$ cat src/hdl/pcf_pkg.sv
// Shared constants, types and the arctangent table for the pitch filter.
`timescale 1ns / 1ps
`default_nettype none

package pcf_pkg;

   // CORDIC iteration count, legal range 8 to 24
   localparam int CORDIC_STEPS = 16;
   localparam int STEP_W       = (CORDIC_STEPS > 1) ? $clog2(CORDIC_STEPS) : 1;
   localparam int TAB_IDX_W    = 5;

   // Field widths
   localparam int ANGLE_W  = 16;
   localparam int RATE_W   = 16;
   localparam int DT_W     = 16;
   localparam int TIME_W   = 32;
   localparam int ALPHA_W  = 16;

   // Internal widths
   localparam int VEC_W    = 36;  // CORDIC x/y, inputs scaled by 2^16
   localparam int ZANG_W   = 28;  // CORDIC angle, 2^-24 rad units
   localparam int TILT_W   = 17;
   localparam int GYRO_W   = 36;  // pitch in 2^-31 rad units
   localparam int ACC_W    = 54;
   localparam int MUL_W    = 19;
   localparam int PROD_W   = 2 * MUL_W;

   localparam logic signed [ZANG_W-1:0] ANGLE_PI    = ZANG_W'(52707179);
   localparam logic signed [ZANG_W-1:0] TILT_ROUND  = ZANG_W'(1024);
   localparam logic [ALPHA_W-1:0]       BLEND_RESET = ALPHA_W'(64225);

   typedef struct packed {
      logic load;    // capture word, set up CORDIC
      logic iter;    // one CORDIC micro-rotation
      logic tilt;    // round tilt, integrate gyro
      logic diff;    // gyro minus tilt
      logic mul_lo;  // alpha times low half of diff
      logic mul_hi;  // alpha times high half of diff
      logic commit;  // update state and result register
   } pcf_cmd_type;

   typedef struct packed {
      logic reseed;
      logic sample_ok;
      logic seeded;
      logic iter_last;
   } pcf_status_type;

   // atan(2^-i) in 2^-24 rad units
   function automatic logic signed [ZANG_W-1:0] atan_angle(input logic [TAB_IDX_W-1:0] idx);
      logic signed [ZANG_W-1:0] a;
      unique case (idx)
         5'd0:  a = ZANG_W'(13176795);
         5'd1:  a = ZANG_W'(7778716);
         5'd2:  a = ZANG_W'(4110060);
         5'd3:  a = ZANG_W'(2086331);
         5'd4:  a = ZANG_W'(1047214);
         5'd5:  a = ZANG_W'(524117);
         5'd6:  a = ZANG_W'(262123);
         5'd7:  a = ZANG_W'(131069);
         5'd8:  a = ZANG_W'(65536);
         5'd9:  a = ZANG_W'(32768);
         5'd10: a = ZANG_W'(16384);
         5'd11: a = ZANG_W'(8192);
         5'd12: a = ZANG_W'(4096);
         5'd13: a = ZANG_W'(2048);
         5'd14: a = ZANG_W'(1024);
         5'd15: a = ZANG_W'(512);
         5'd16: a = ZANG_W'(256);
         5'd17: a = ZANG_W'(128);
         5'd18: a = ZANG_W'(64);
         5'd19: a = ZANG_W'(32);
         5'd20: a = ZANG_W'(16);
         5'd21: a = ZANG_W'(8);
         5'd22: a = ZANG_W'(4);
         5'd23: a = ZANG_W'(2);
         default: a = '0;
      endcase
      return a;
   endfunction

endpackage

`default_nettype wire

$ cat src/hdl/pcf_ifaces.sv
// Handshake interfaces for the request, response and CSR write channels.
`timescale 1ns / 1ps
`default_nettype none

interface pcf_req_if;
   logic               valid;
   logic               ready;
   logic               req_type;
   logic               sample_valid;
   logic signed [15:0] accel_forward;
   logic signed [15:0] accel_up;
   logic signed [15:0] gyro_rate;
   logic [15:0]        step_time;
   logic [31:0]        sample_time;
   logic signed [15:0] seed_pitch;

   modport source (output valid, req_type, sample_valid, accel_forward, accel_up,
                   gyro_rate, step_time, sample_time, seed_pitch, input ready);
   modport sink (input valid, req_type, sample_valid, accel_forward, accel_up,
                 gyro_rate, step_time, sample_time, seed_pitch, output ready);
endinterface

interface pcf_rsp_if;
   logic               valid;
   logic               ready;
   logic signed [15:0] pitch;
   logic signed [15:0] pitch_rate;
   logic [31:0]        estimate_time;
   logic               estimate_valid;

   modport source (output valid, pitch, pitch_rate, estimate_time, estimate_valid,
                   input ready);
   modport sink (input valid, pitch, pitch_rate, estimate_time, estimate_valid,
                 output ready);
endinterface

interface pcf_csr_if;
   logic        valid;
   logic        ready;
   logic [15:0] blend_weight;

   modport source (output valid, blend_weight, input ready);
   modport sink (input valid, blend_weight, output ready);
endinterface

`default_nettype wire

$ cat src/hdl/pitch_complementary_filter_unit.sv
// Pitch complementary filter: gyro integration blended with CORDIC accelerometer tilt.
`timescale 1ns / 1ps
`default_nettype none

// One request word at a time. A reseed or an invalid sample goes from the route
// state straight to commit. A valid sample runs the iterative CORDIC (one
// micro-rotation a cycle, CORDIC_STEPS of them) and the tilt step, then commits
// straight away before the first seeding; after it, the blend runs alpha times the
// error through one shared 19x19 multiplier in two halves before the commit.
// Request ready returns in the same cycle that the response word appears, even if
// that word has not been taken yet. blend_weight may be written at any time the
// unit is idle and resets to 64225.
module pitch_complementary_filter_unit (
   input wire logic clock,
   input wire logic reset,
   pcf_req_if.sink   req_bus,
   pcf_rsp_if.source rsp_bus,
   pcf_csr_if.sink   csr_bus
);
   import pcf_pkg::*;

   pcf_cmd_type    cmd;
   pcf_status_type status;

   assign csr_bus.ready = 1'b1;

   pcf_controller u_ctrl (
      .clock     (clock),
      .reset     (reset),
      .req_valid (req_bus.valid),
      .req_ready (req_bus.ready),
      .rsp_valid (rsp_bus.valid),
      .rsp_ready (rsp_bus.ready),
      .cmd       (cmd),
      .status    (status)
   );

   pcf_datapath u_dp (
      .clock              (clock),
      .reset              (reset),
      .cmd                (cmd),
      .status             (status),
      .csr_we             (csr_bus.valid),
      .csr_blend_weight   (csr_bus.blend_weight),
      .req_type           (req_bus.req_type),
      .req_sample_valid   (req_bus.sample_valid),
      .req_accel_forward  (req_bus.accel_forward),
      .req_accel_up       (req_bus.accel_up),
      .req_gyro_rate      (req_bus.gyro_rate),
      .req_step_time      (req_bus.step_time),
      .req_sample_time    (req_bus.sample_time),
      .req_seed_pitch     (req_bus.seed_pitch),
      .rsp_pitch          (rsp_bus.pitch),
      .rsp_pitch_rate     (rsp_bus.pitch_rate),
      .rsp_estimate_time  (rsp_bus.estimate_time),
      .rsp_estimate_valid (rsp_bus.estimate_valid)
   );

endmodule

`default_nettype wire

$ cat src/hdl/pcf_datapath.sv
// Datapath: CORDIC tilt, gyro integration, blend, filter state and result register.
`timescale 1ns / 1ps
`default_nettype none

module pcf_datapath (
   input  wire logic                            clock,
   input  wire logic                            reset,
   input  wire pcf_pkg::pcf_cmd_type            cmd,
   output pcf_pkg::pcf_status_type              status,
   input  wire logic                            csr_we,
   input  wire logic [pcf_pkg::ALPHA_W-1:0]     csr_blend_weight,
   input  wire logic                            req_type,
   input  wire logic                            req_sample_valid,
   input  wire logic signed [pcf_pkg::ANGLE_W-1:0] req_accel_forward,
   input  wire logic signed [pcf_pkg::ANGLE_W-1:0] req_accel_up,
   input  wire logic signed [pcf_pkg::RATE_W-1:0]  req_gyro_rate,
   input  wire logic [pcf_pkg::DT_W-1:0]        req_step_time,
   input  wire logic [pcf_pkg::TIME_W-1:0]      req_sample_time,
   input  wire logic signed [pcf_pkg::ANGLE_W-1:0] req_seed_pitch,
   output logic signed [pcf_pkg::ANGLE_W-1:0]   rsp_pitch,
   output logic signed [pcf_pkg::RATE_W-1:0]    rsp_pitch_rate,
   output logic [pcf_pkg::TIME_W-1:0]           rsp_estimate_time,
   output logic                                 rsp_estimate_valid
);
   import pcf_pkg::*;

   localparam logic [STEP_W-1:0] STEP_LAST = STEP_W'(CORDIC_STEPS - 1);

   // configuration
   logic [ALPHA_W-1:0] alpha_ff;

   // filter state
   logic signed [ANGLE_W-1:0] pitch_ff, pitch_in;
   logic signed [RATE_W-1:0]  rate_ff, rate_in;
   logic [TIME_W-1:0]         time_ff, time_in;
   logic                      valid_ff, valid_in;
   logic                      seeded_ff, seeded_in;

   // captured word
   logic                      kind_reseed_ff;
   logic                      kind_ok_ff;
   logic signed [RATE_W-1:0]  rate_word_ff;
   logic [DT_W-1:0]           dt_word_ff;
   logic [TIME_W-1:0]         time_word_ff;
   logic signed [ANGLE_W-1:0] seed_word_ff;

   // CORDIC
   logic signed [VEC_W-1:0]  x_ff, x_in;
   logic signed [VEC_W-1:0]  y_ff, y_in;
   logic signed [ZANG_W-1:0] z_ff, z_in;
   logic signed [ZANG_W-1:0] offset_ff, offset_in;
   logic                     zero_ff;
   logic [STEP_W-1:0]        step_ff;

   // blend
   logic signed [TILT_W-1:0] tilt_ff, tilt_in;
   logic signed [GYRO_W-1:0] gyro_ff, gyro_in;
   logic signed [GYRO_W-1:0] diff_ff;
   logic signed [ACC_W-1:0]  acc_ff, acc_in;

   logic signed [MUL_W-1:0]  mul_a, mul_b;
   logic signed [PROD_W-1:0] mul_p;
   logic signed [ZANG_W-1:0] zsum;
   logic signed [ACC_W-1:0]  acc_round;
   logic signed [ACC_W-35:0] blend_q;
   logic signed [ANGLE_W-1:0] blend_sat, tilt_sat;
   logic signed [16:0]       fwd_x, up_x;

   function automatic logic signed [ANGLE_W-1:0] sat_angle(input logic signed [ACC_W-35:0] v);
      logic signed [ACC_W-35:0] hi, lo;
      hi = (ACC_W-34)'(32767);
      lo = -(ACC_W-34)'(32768);
      if (v > hi) return 16'sh7FFF;
      else if (v < lo) return 16'sh8000;
      else return v[ANGLE_W-1:0];
   endfunction

   // CORDIC setup: vector (up, -forward), folded into the right half-plane
   always_comb begin
      fwd_x = 17'(req_accel_forward);
      up_x  = 17'(req_accel_up);
      if (req_accel_up < 0) begin
         x_in      = VEC_W'(-up_x) <<< 16;
         y_in      = VEC_W'(fwd_x) <<< 16;
         offset_in = (req_accel_forward < 0) ? ANGLE_PI : -ANGLE_PI;
      end else begin
         x_in      = VEC_W'(up_x) <<< 16;
         y_in      = VEC_W'(-fwd_x) <<< 16;
         offset_in = '0;
      end
      z_in = '0;
      if (cmd.iter) begin
         if (y_ff >= 0) begin
            x_in = x_ff + (y_ff >>> step_ff);
            y_in = y_ff - (x_ff >>> step_ff);
            z_in = z_ff + atan_angle(TAB_IDX_W'(step_ff));
         end else begin
            x_in = x_ff - (y_ff >>> step_ff);
            y_in = y_ff + (x_ff >>> step_ff);
            z_in = z_ff - atan_angle(TAB_IDX_W'(step_ff));
         end
         offset_in = offset_ff;
      end
   end

   // one shared multiplier for rate*dt and the two halves of alpha*diff
   always_comb begin
      if (cmd.tilt) begin
         mul_a = MUL_W'(rate_word_ff);
         mul_b = MUL_W'({1'b0, dt_word_ff});
      end else if (cmd.mul_lo) begin
         mul_a = MUL_W'({1'b0, alpha_ff});
         mul_b = MUL_W'({1'b0, diff_ff[17:0]});
      end else begin
         mul_a = MUL_W'({1'b0, alpha_ff});
         mul_b = MUL_W'($signed(diff_ff[GYRO_W-1:18]));
      end
      mul_p = mul_a * mul_b;
   end

   always_comb begin
      zsum    = z_ff + offset_ff + TILT_ROUND;
      tilt_in = zero_ff ? '0 : TILT_W'(zsum >>> 11);
      gyro_in = (GYRO_W'(pitch_ff) <<< 18) + GYRO_W'(mul_p);
      if (cmd.mul_lo)
         acc_in = (ACC_W'(tilt_ff) <<< 34) + ACC_W'(mul_p);
      else
         acc_in = acc_ff + (ACC_W'(mul_p) <<< 18);
      acc_round = acc_ff + (ACC_W'(1) <<< 33);
      blend_q   = acc_round[ACC_W-1:34];
      blend_sat = sat_angle(blend_q);
      tilt_sat  = sat_angle((ACC_W-34)'(tilt_ff));
   end

   // next filter state
   always_comb begin
      pitch_in  = pitch_ff;
      rate_in   = rate_ff;
      time_in   = time_ff;
      valid_in  = valid_ff;
      seeded_in = seeded_ff;
      if (kind_reseed_ff) begin
         pitch_in  = seed_word_ff;
         rate_in   = '0;
         time_in   = '0;
         valid_in  = 1'b1;
         seeded_in = 1'b1;
      end else if (kind_ok_ff) begin
         pitch_in  = seeded_ff ? blend_sat : tilt_sat;
         rate_in   = rate_word_ff;
         time_in   = time_word_ff;
         valid_in  = 1'b1;
         seeded_in = 1'b1;
      end
   end

   always_ff @(posedge clock) begin
      if (reset) begin
         alpha_ff  <= BLEND_RESET;
         pitch_ff  <= '0;
         rate_ff   <= '0;
         time_ff   <= '0;
         valid_ff  <= 1'b0;
         seeded_ff <= 1'b0;
         step_ff   <= '0;
      end else begin
         if (csr_we)
            alpha_ff <= csr_blend_weight;
         if (cmd.commit) begin
            pitch_ff  <= pitch_in;
            rate_ff   <= rate_in;
            time_ff   <= time_in;
            valid_ff  <= valid_in;
            seeded_ff <= seeded_in;
         end
         if (cmd.load)
            step_ff <= '0;
         else if (cmd.iter)
            step_ff <= step_ff + STEP_W'(1);
      end
   end

   always_ff @(posedge clock) begin
      if (cmd.load) begin
         kind_reseed_ff <= req_type;
         kind_ok_ff     <= req_sample_valid;
         rate_word_ff   <= req_gyro_rate;
         dt_word_ff     <= req_step_time;
         time_word_ff   <= req_sample_time;
         seed_word_ff   <= req_seed_pitch;
         zero_ff        <= (req_accel_forward == 0) && (req_accel_up == 0);
      end
      if (cmd.load || cmd.iter) begin
         x_ff      <= x_in;
         y_ff      <= y_in;
         z_ff      <= z_in;
         offset_ff <= offset_in;
      end
      if (cmd.tilt) begin
         tilt_ff <= tilt_in;
         gyro_ff <= gyro_in;
      end
      if (cmd.diff)
         diff_ff <= gyro_ff - (GYRO_W'(tilt_ff) <<< 18);
      if (cmd.mul_lo || cmd.mul_hi)
         acc_ff <= acc_in;
      if (cmd.commit) begin
         rsp_pitch          <= pitch_in;
         rsp_pitch_rate     <= rate_in;
         rsp_estimate_time  <= time_in;
         rsp_estimate_valid <= valid_in;
      end
   end

   always_comb begin
      status.reseed    = kind_reseed_ff;
      status.sample_ok = kind_ok_ff;
      status.seeded    = seeded_ff;
      status.iter_last = (step_ff == STEP_LAST);
   end

   // an unseeded filter never reports a valid estimate
   a_valid_implies_seeded: assert property (@(posedge clock) disable iff (reset)
      valid_ff |-> seeded_ff)
      else $error("estimate valid without seeding");

   a_state_holds_without_commit: assert property (@(posedge clock) disable iff (reset)
      !$past(cmd.commit) && !$past(reset) |-> $stable(pitch_ff) && $stable(seeded_ff))
      else $error("filter state changed outside commit");

   a_step_reset_on_load: assert property (@(posedge clock) disable iff (reset)
      cmd.load |=> step_ff == '0)
      else $error("CORDIC step not cleared on load");

endmodule

`default_nettype wire

$ cat src/hdl/pcf_controller.sv
// Controller: sequences one word through CORDIC, blend and commit.
`timescale 1ns / 1ps
`default_nettype none

module pcf_controller (
   input  wire logic                    clock,
   input  wire logic                    reset,
   input  wire logic                    req_valid,
   output logic                         req_ready,
   output logic                         rsp_valid,
   input  wire logic                    rsp_ready,
   output pcf_pkg::pcf_cmd_type         cmd,
   input  wire pcf_pkg::pcf_status_type status
);
   import pcf_pkg::*;

   typedef enum logic [2:0] {
      S_IDLE,
      S_ROUTE,
      S_ITER,
      S_TILT,
      S_DIFF,
      S_MUL_LO,
      S_MUL_HI,
      S_COMMIT
   } state_type;

   state_type state_ff, state_in;
   logic      req_ready_ff, req_ready_in;
   logic      rsp_valid_ff, rsp_valid_in;
   logic      accept, out_free;

   assign accept   = req_valid && req_ready_ff;
   assign out_free = !rsp_valid_ff || rsp_ready;

   always_comb begin
      cmd        = '0;
      cmd.load   = accept;
      cmd.iter   = (state_ff == S_ITER);
      cmd.tilt   = (state_ff == S_TILT);
      cmd.diff   = (state_ff == S_DIFF);
      cmd.mul_lo = (state_ff == S_MUL_LO);
      cmd.mul_hi = (state_ff == S_MUL_HI);
      cmd.commit = (state_ff == S_COMMIT) && out_free;
   end

   always_comb begin
      state_in     = state_ff;
      req_ready_in = req_ready_ff;
      rsp_valid_in = rsp_valid_ff && !rsp_ready;
      unique case (state_ff)
         S_IDLE: begin
            if (accept) begin
               state_in     = S_ROUTE;
               req_ready_in = 1'b0;
            end
         end
         S_ROUTE: begin
            if (status.reseed || !status.sample_ok)
               state_in = S_COMMIT;
            else
               state_in = S_ITER;
         end
         S_ITER: begin
            if (status.iter_last)
               state_in = S_TILT;
         end
         S_TILT: begin
            // first sample seeds straight from the tilt
            state_in = status.seeded ? S_DIFF : S_COMMIT;
         end
         S_DIFF:   state_in = S_MUL_LO;
         S_MUL_LO: state_in = S_MUL_HI;
         S_MUL_HI: state_in = S_COMMIT;
         S_COMMIT: begin
            if (out_free) begin
               state_in     = S_IDLE;
               req_ready_in = 1'b1;
               rsp_valid_in = 1'b1;
            end
         end
         default: state_in = S_IDLE;
      endcase
   end

   always_ff @(posedge clock) begin
      if (reset) begin
         state_ff     <= S_IDLE;
         req_ready_ff <= 1'b1;
         rsp_valid_ff <= 1'b0;
      end else begin
         state_ff     <= state_in;
         req_ready_ff <= req_ready_in;
         rsp_valid_ff <= rsp_valid_in;
      end
   end

   assign req_ready = req_ready_ff;
   assign rsp_valid = rsp_valid_ff;

   a_ready_only_idle: assert property (@(posedge clock) disable iff (reset)
      req_ready_ff |-> state_ff == S_IDLE)
      else $error("request ready outside idle");

   a_commit_presents_word: assert property (@(posedge clock) disable iff (reset)
      cmd.commit |=> rsp_valid_ff && req_ready_ff)
      else $error("commit did not present a response word");

   a_accept_starts_route: assert property (@(posedge clock) disable iff (reset)
      accept |=> state_ff == S_ROUTE && !req_ready_ff)
      else $error("accepted word not routed");

endmodule

`default_nettype wire
$ cat src/flat_wrapper.sv
// flat-port wrapper written by rule: the top's interface ports become plain ports
module pitch_complementary_filter_unit_flat import pcf_pkg::*;
  (clock, reset, req_bus_valid, req_bus_req_type, req_bus_sample_valid, req_bus_accel_forward, req_bus_accel_up, req_bus_gyro_rate, req_bus_step_time, req_bus_sample_time, req_bus_seed_pitch, req_bus_ready, rsp_bus_valid, rsp_bus_pitch, rsp_bus_pitch_rate, rsp_bus_estimate_time, rsp_bus_estimate_valid, rsp_bus_ready, csr_bus_valid, csr_bus_blend_weight, csr_bus_ready);
  pcf_req_if req_bus_i ();
  pcf_rsp_if rsp_bus_i ();
  pcf_csr_if csr_bus_i ();
  input wire logic clock;
  input wire logic reset;
  input wire logic [$bits(req_bus_i.valid)-1:0] req_bus_valid;
  input wire logic [$bits(req_bus_i.req_type)-1:0] req_bus_req_type;
  input wire logic [$bits(req_bus_i.sample_valid)-1:0] req_bus_sample_valid;
  input wire logic [$bits(req_bus_i.accel_forward)-1:0] req_bus_accel_forward;
  input wire logic [$bits(req_bus_i.accel_up)-1:0] req_bus_accel_up;
  input wire logic [$bits(req_bus_i.gyro_rate)-1:0] req_bus_gyro_rate;
  input wire logic [$bits(req_bus_i.step_time)-1:0] req_bus_step_time;
  input wire logic [$bits(req_bus_i.sample_time)-1:0] req_bus_sample_time;
  input wire logic [$bits(req_bus_i.seed_pitch)-1:0] req_bus_seed_pitch;
  output wire logic [$bits(req_bus_i.ready)-1:0] req_bus_ready;
  output wire logic [$bits(rsp_bus_i.valid)-1:0] rsp_bus_valid;
  output wire logic [$bits(rsp_bus_i.pitch)-1:0] rsp_bus_pitch;
  output wire logic [$bits(rsp_bus_i.pitch_rate)-1:0] rsp_bus_pitch_rate;
  output wire logic [$bits(rsp_bus_i.estimate_time)-1:0] rsp_bus_estimate_time;
  output wire logic [$bits(rsp_bus_i.estimate_valid)-1:0] rsp_bus_estimate_valid;
  input wire logic [$bits(rsp_bus_i.ready)-1:0] rsp_bus_ready;
  input wire logic [$bits(csr_bus_i.valid)-1:0] csr_bus_valid;
  input wire logic [$bits(csr_bus_i.blend_weight)-1:0] csr_bus_blend_weight;
  output wire logic [$bits(csr_bus_i.ready)-1:0] csr_bus_ready;
  assign req_bus_i.valid = req_bus_valid;
  assign req_bus_i.req_type = req_bus_req_type;
  assign req_bus_i.sample_valid = req_bus_sample_valid;
  assign req_bus_i.accel_forward = req_bus_accel_forward;
  assign req_bus_i.accel_up = req_bus_accel_up;
  assign req_bus_i.gyro_rate = req_bus_gyro_rate;
  assign req_bus_i.step_time = req_bus_step_time;
  assign req_bus_i.sample_time = req_bus_sample_time;
  assign req_bus_i.seed_pitch = req_bus_seed_pitch;
  assign req_bus_ready = req_bus_i.ready;
  assign rsp_bus_valid = rsp_bus_i.valid;
  assign rsp_bus_pitch = rsp_bus_i.pitch;
  assign rsp_bus_pitch_rate = rsp_bus_i.pitch_rate;
  assign rsp_bus_estimate_time = rsp_bus_i.estimate_time;
  assign rsp_bus_estimate_valid = rsp_bus_i.estimate_valid;
  assign rsp_bus_i.ready = rsp_bus_ready;
  assign csr_bus_i.valid = csr_bus_valid;
  assign csr_bus_i.blend_weight = csr_bus_blend_weight;
  assign csr_bus_ready = csr_bus_i.ready;
  pitch_complementary_filter_unit u_core (.clock(clock), .reset(reset), .req_bus(req_bus_i), .rsp_bus(rsp_bus_i), .csr_bus(csr_bus_i));
endmodule
$ cat config.mk
export PLATFORM = sky130hd
export DESIGN_NAME = pitch_complementary_filter_unit_flat
export DESIGN_NICKNAME = d
export VERILOG_FILES = /design/src/hdl/pcf_pkg.sv /design/src/hdl/pcf_ifaces.sv /design/src/hdl/pitch_complementary_filter_unit.sv /design/src/hdl/pcf_datapath.sv /design/src/hdl/pcf_controller.sv /design/src/flat_wrapper.sv
export SDC_FILE = /design/constraint.sdc
export NUM_CORES = 2
export LEC_CHECK = 0
export BUFFER_PORTS_ARGS = -buffer_cell sky130_fd_sc_hd__buf_2
export CAP_MARGIN = 40
export CORE_MARGIN = 2
export CORE_UTILIZATION = 56
export CTS_CLUSTER_DIAMETER = 80
export DETAILED_ROUTE_END_ITERATION = 16
export PLACE_DENSITY = 0.76
export SLEW_MARGIN = 30
export SYNTH_ARGS = -nofsm -noshare
export SYNTH_HDL_FRONTEND = slang
export SYNTH_SLANG_ARGS = --single-unit
$ cat constraint.sdc
create_clock -name clock -period 11.8 [get_ports clock]
set_input_delay 0.59 -clock clock [delete_from_list [all_inputs] [get_ports clock]]
set_output_delay 0.59 -clock clock [all_outputs]
set_load 0.005 [all_outputs]
; ---- Yosys cells after proc, flatten, opt, wreduce, memory -nomap -nowiden
; Memory sizes are Yosys's and may differ from the RTL's. A register that Yosys moved wholly into a read port is not among the register bits.
; Index checks and enable logic that the tools add are counted.
; Widths: inputs -> output; s select.
[op_classes]
addsub = 16
mul = 1
n_div = 0
n_lt_le_gt_ge = 7
eq_ne = 11
shifts = 2
muxes = 46
bitwise = 1
n_reduce_logical = 21
[op_table]
columns = op, n
row1 = $mux 36, 6
row2 = $mux 28, 6
row3 = $mux 16, 9
row4 = $add 36x36->36, 2
row5 = $sshr 36x4->36, 2
row6 = $sub 36x36->36, 2
row7 = $logic_not 32->1, 2
row8 = $mux 32, 2
row9 = $mux 19, 3
row10 = $add 28x28->28, 2
row11 = $add 54x35->54 const B, 1
row12 = $add 54x54->54, 1
row13 = $mux 54, 1
row14 = $add 51x38->52, 1
row15 = $neg 16->20, 2
row16 = $mul 19x19->38, 1
row17 = $add 34x36->36, 1
row18 = $ge 36x1->1 const B, 1
row19 = $sub 36x35->36, 1
row20 = $lt 16x1->1 const B, 2
row21 = $add 28x12->28 const B, 1
row22 = $sub 28x28->28, 1
row23 = $pmux 3 s8, 1
row24 = $gt 20x16->1 const B, 1
row25 = other kinds (24), 53
[totals]
register_bits = 510
latch_bits = 0
mem_bits_rw = 0
romBits = 768
in_bits = 135
output_inout_bits = 68
wordCells = 136
n_memories = 2
[mem_list]
columns = name, depth, width, read_ports, rd_ports_with_merged_regs, wr, line_no
row1 = (no name shown), 16, 24, 1, 1, 0, pcf_pkg.sv:52  ; unique case (idx)
row2 = (no name shown), 16, 24, 1, 1, 0, pcf_pkg.sv:52

; ---- Depth between registers and ports, before layout
[depth]
word_depth = 7
ltp_mapped = 46
depth_no_buf = 43

; ---- Cells and area by module
; Synthesis repeated with hierarchy kept, for this count alone.
[hier_totals]
hier_cells = 4822
hier_area_um2 = 46747.3
[modules_own_cells]
columns = module, instances, cells_each, area_each_um2, seq_area_each_um2
row1 = pcf_datapath, 1, 4784, 46452.1, 13472.9
row2 = pcf_controller, 1, 36, 284.0, 100.1
row3 = pitch_complementary_filter_unit, 1, 2, 11.3, 0.0

; ---- Worst setup path before layout
; No wires, ideal clock.
[synth_path]
path_type = flip-flop to flip-flop
start = reg u_core.u_ctrl.state_ff[1]
end = reg u_core.u_dp.acc_ff[50] (data pin)
setup_ns = 0.270
arrival_ns = 11.737
t_required_ns = 11.530
path_slack_ns = -0.208
stages_incl_launch_ff = 43
n_path_buf = 4
period_less_slack_ns = 12.008
cell_sequence = dfxtp_1 clkbuf_1 nand3_1 inv_1 clkbuf_1 clkbuf_1 clkbuf_1 a21o_1 nand2_1 fa_1 fa_1 inv_1 fa_1 inv_1 fa_1 fa_1 fa_1 fa_1 [7 not listed] o221a_2 a21oi_1 and4_1 a2111oi_0 xnor2_1 ha_1 fa_1 a21o_1 a21oi_1 o21bai_1 a21oi_1 o21ai_0 a211oi_1 o21bai_1 a21oi_1 o21ai_0 xnor2_1 a21oi_1
[synth_between]
elab_chain_cells = 6
word_cells_on_any_way = 9
classes_between = 2 x add/sub / 1 x mul / 2 x eq/ne / 4 x mux
[synth_lines]
columns = item, line_no
row1 = start: declaration, pcf_controller.sv:28  ; state_type state_ff, state_in;
row2 = start signal: assignment, pcf_controller.sv:92  ; state_ff <= state_in;
row3 = $eq 3x3->1, pcf_controller.sv:42  ; cmd.mul_lo = (state_ff == S_MUL_LO);
row4 = $mux 19, pcf_datapath.sv:111  ; end else if (cmd.mul_lo) begin
row5 = $mux 19, pcf_datapath.sv:108  ; if (cmd.tilt) begin
row6 = $mul 19x19->38, pcf_datapath.sv:118  ; mul_p = mul_a * mul_b;
row7 = $add 54x54->54 / $add 51x38->52 (equally long branches), "pcf_datapath.sv:128, pcf_datapath.sv:126"
row8 = $mux 54 *, pcf_datapath.sv:125  ; if (cmd.mul_lo)
row9 = net u_core.u_dp.acc_in[50], pcf_datapath.sv:59  ; logic signed [ACC_W-1:0] acc_ff, acc_in;
row10 = end signal: assignment, pcf_datapath.sv:206  ; acc_ff <= acc_in;
row11 = end: declaration, pcf_datapath.sv:59
; Mark *: on every way through the listed nets, which the timed path passes. The rest lies on a longest branch.
; A chain may end at the register's enable or synchronous reset.

; ---- Final worst setup path
[layout_path]
start = reg u_core.u_ctrl.state_ff[2]
end = reg u_core.u_dp.acc_ff[50] (data pin)
; Same word-level chain as after synthesis.

==> metrics <==
outcome=finished clean; WL final=132.3 mm; Setup Buffers After CTS=0; cts repair resizes=0; layout cells sized above 1=10.21%; adder-cell share of the synthesized area=24.80%; proportion of synthesized area in mux cells=6.641%; post-synthesis xor/xnor area fraction=6.334%; Final Max Tran Viols=0; wire length per cell=21.16 µm; Core Box Area=83290 µm²; asr flop ratio synth=0%; fin crit period=11270 ps; reg2reg end=u_core.u_dp.acc_ff[50]$_DFFE_PP_; Initial DRC Count=3125; count leader, synth=nand2_1; Final Net Count=5969; DR vias=37730; Worst slew margin=42.99%; Max FO, Critical Path=27; simple-gate share of the synthesized area=14.26%; overall routing resource usage=30.70%; RD Place Congestion=1.032; max cap viols=0; WP data arrival=11710 ps; number of buffers created by CTS=57; synth unique cells=87; flop-to-flop setup slack=530 ps; CP peak stage delay=560 ps; Worst setup EP type=register; WHS Path Cells=1; I/O pin count=203; RSZ-0062 raised after global routing=no; Clk pin slew, worst setup/hold paths=70 ps; Antenna Nets Post-Route=0; Clock Skews=58.07 ps; Via density=6.032; die height=293.3 µm; synthesis-to-finish area growth=9.651%; Hold WC Path Type=in -> reg; DIE WIDTH=293.3 µm; PortBufs=201; crit path kind=reg -> reg; Initial DRT Pass Iterations=6; global-route wire length before repair=205.7 mm; post-synthesis compound-gate area fraction=13.42%; Synth top cells by count=nand2_1, nor2_1, inv_1, edfxtp_1, a21oi_1; Mapped Avg Cell Area=9.465 µm²; FILL cells=6906; clock latency on the worst-skew pair=700 ps; Synth Instances=4953; sequential share of the synthesized area=28.95%; Synth area leader=edfxtp_1; clock root buffer master=clkbuf_16; worst reg2reg startpoint=u_core.u_ctrl.state_ff[2]$_SDFFE_PP0P_; Starting Density=56.28%; FF-to-FF path depth=43; Remaining Overflow, GRT=0; hold buffer count at cts=0; WHS Endpoint=u_core.u_dp.rate_word_ff[1]$_DFFE_PP_; top post-synthesis cells by area=edfxtp_1, fa_1, ha_1; number of global-route vias before repair=37160; largest family of logic cells by synthesized area=adder cells; largest net degree at the start of global routing=84; final setup vio count=0; DP Wirelength=102.3 mm; DIE AREA=86040 µm²; Max Fclk=0.08870 GHz; Worst Setup Start Kind=register; CTS tree=done; Tcrit/Tclk final=95.54%; Hold Vio Cnt, Final=0; Required @ worst endpoint=12240 ps; drt drc=0; #FFs+latches synth=490; YS warnings=0; row count=106; worst slew pin tran=844.1 ps; clk sinks=490; Hold Startpoint=req_bus_gyro_rate[1]; setup_tns=0 ps; synthesized cell area=46880 µm²; Longest Clk Path Bufs=3; initial antenna violation count=4; Slowest-stage cell, CP=fa_1; Primary FF master, synth=edfxtp_1; Post-synth EDFFs=376; H-tree depth=2; top-area cell type share of the netlist area=24.09%
## worst max path at each step
stage,depth (start not counted),slack [ps],start,end
finish,43,530,u_core.u_ctrl.state_ff[2]$_SDFFE_PP0P_,u_core.u_dp.acc_ff[50]$_DFFE_PP_
global route,43,10,u_core.u_ctrl.state_ff[2]$_SDFFE_PP0P_,u_core.u_dp.acc_ff[50]$_DFFE_PP_
CTS,39,340,u_core.u_ctrl.state_ff[2]$_SDFFE_PP0P_,u_core.u_dp.acc_ff[50]$_DFFE_PP_
detailed placement,39,340,u_core.u_ctrl.state_ff[2]$_SDFFE_PP0P_,u_core.u_dp.acc_ff[50]$_DFFE_PP_
global placement,41,610,u_core.u_ctrl.state_ff[2]$_SDFFE_PP0P_,u_core.u_dp.acc_ff[50]$_DFFE_PP_
floorplan,42,640,u_core.u_ctrl.state_ff[1]$_SDFFE_PP0P_,u_core.u_dp.acc_ff[50]$_DFFE_PP_
## placed cells by master (no fill, tap or decap), types with 60 or more instances in the layout
cell	count
nand3_1	60
nor2_1	498
xor2_1	131
clkbuf_16	60
ha_1	361
inv_1	474
nand2_1	594
o21ai_0	223
a21o_1	113
buf_4	84
dfxtp_1	110
mux2i_1	109
xnor2_1	208
fa_1	351
edfxtp_1	376
buf_2	203
a21oi_1	363
## cell type report
cell class	instances	area (µm²)	area share, %
timing repair buffer	295	1800	3.503
clock inverter	31	457.9	0.8909
inverter	482	1819	3.539
clock buffer	77	1615	3.142
tap	1080	1351	2.629
antenna	4	10.01	0.01947
sequential	490	13580	26.42
multi-input combinational	3796	30770	59.85
## critical path: cells and delay by family (launching register included)
kind | cells | cell delay [ps]
flops | 1 | 450
xor+xnor | 2 | 370
compound gates | 17 | 3540
buf+inv | 7 | 860
simple gates | 7 | 1380
fa+ha+maj | 10 | 4420
## flip-flops by register name, indices dropped and copies added (netlist names), 16 cells and up, named ones only
register and flops:
u_core.u_dp.acc_ff 36, u_core.u_dp.alpha_ff 16, u_core.u_dp.diff_ff 36, u_core.u_dp.dt_word_ff 16, u_core.u_dp.gyro_ff 36, u_core.u_dp.pitch_ff 16, u_core.u_dp.rate_ff 16, u_core.u_dp.rate_word_ff 16
u_core.u_dp.rsp_estimate_time 32, u_core.u_dp.rsp_pitch 16, u_core.u_dp.rsp_pitch_rate 16, u_core.u_dp.seed_word_ff 16, u_core.u_dp.tilt_ff 17, u_core.u_dp.time_ff 32, u_core.u_dp.time_word_ff 32, u_core.u_dp.x_ff 36
u_core.u_dp.y_ff 36, u_core.u_dp.z_ff 28
## stage by stage
stage / hold slack (ps) / worst slack (ps) / instances / cell area [µm²] / utilization (%)
2_1_floorplan: 400.3 / 641.7 / 4956 / 46890 / -
3_3_place_gp: 401.8 / 605.0 / 6133 / 49130 / 58.99
3_5_place_dp: 404.5 / 335.9 / 6139 / 49250 / 59.13
4_1_cts: 29.49 / 338.6 / 6247 / 51320 / 61.62
5_1_grt: 44.85 / 11.72 / 6255 / 51400 / 61.72
6_report: 69.38 / 526.7 / 6255 / 51400 / 61.72
## cell families after synthesis
group | Yosys count
AO/OA/AOI/OAI | 1011
XOR/XNOR | 339
adder cells (fa/ha/maj) | 720
buffers and inverters | 670
flip-flops | 490
multiplexers | 212
other | 2
AND/OR/NAND/NOR | 1509
## routing by layer
layer  share of wire [%]  wire length (µm)  track usage, %  up-vias
li1                    -                 -               -    17480
met1                  38             50150           37.58    18290
met2                  49             64560           52.55     1549
met3                 7.1              9430           4.236      412
met4                 6.2              8195           16.66        0
met5                   0                 0               0        -
Power is not shown: default switching activity piles up to over one toggle a cycle in this logic, so the estimate is an artifact.
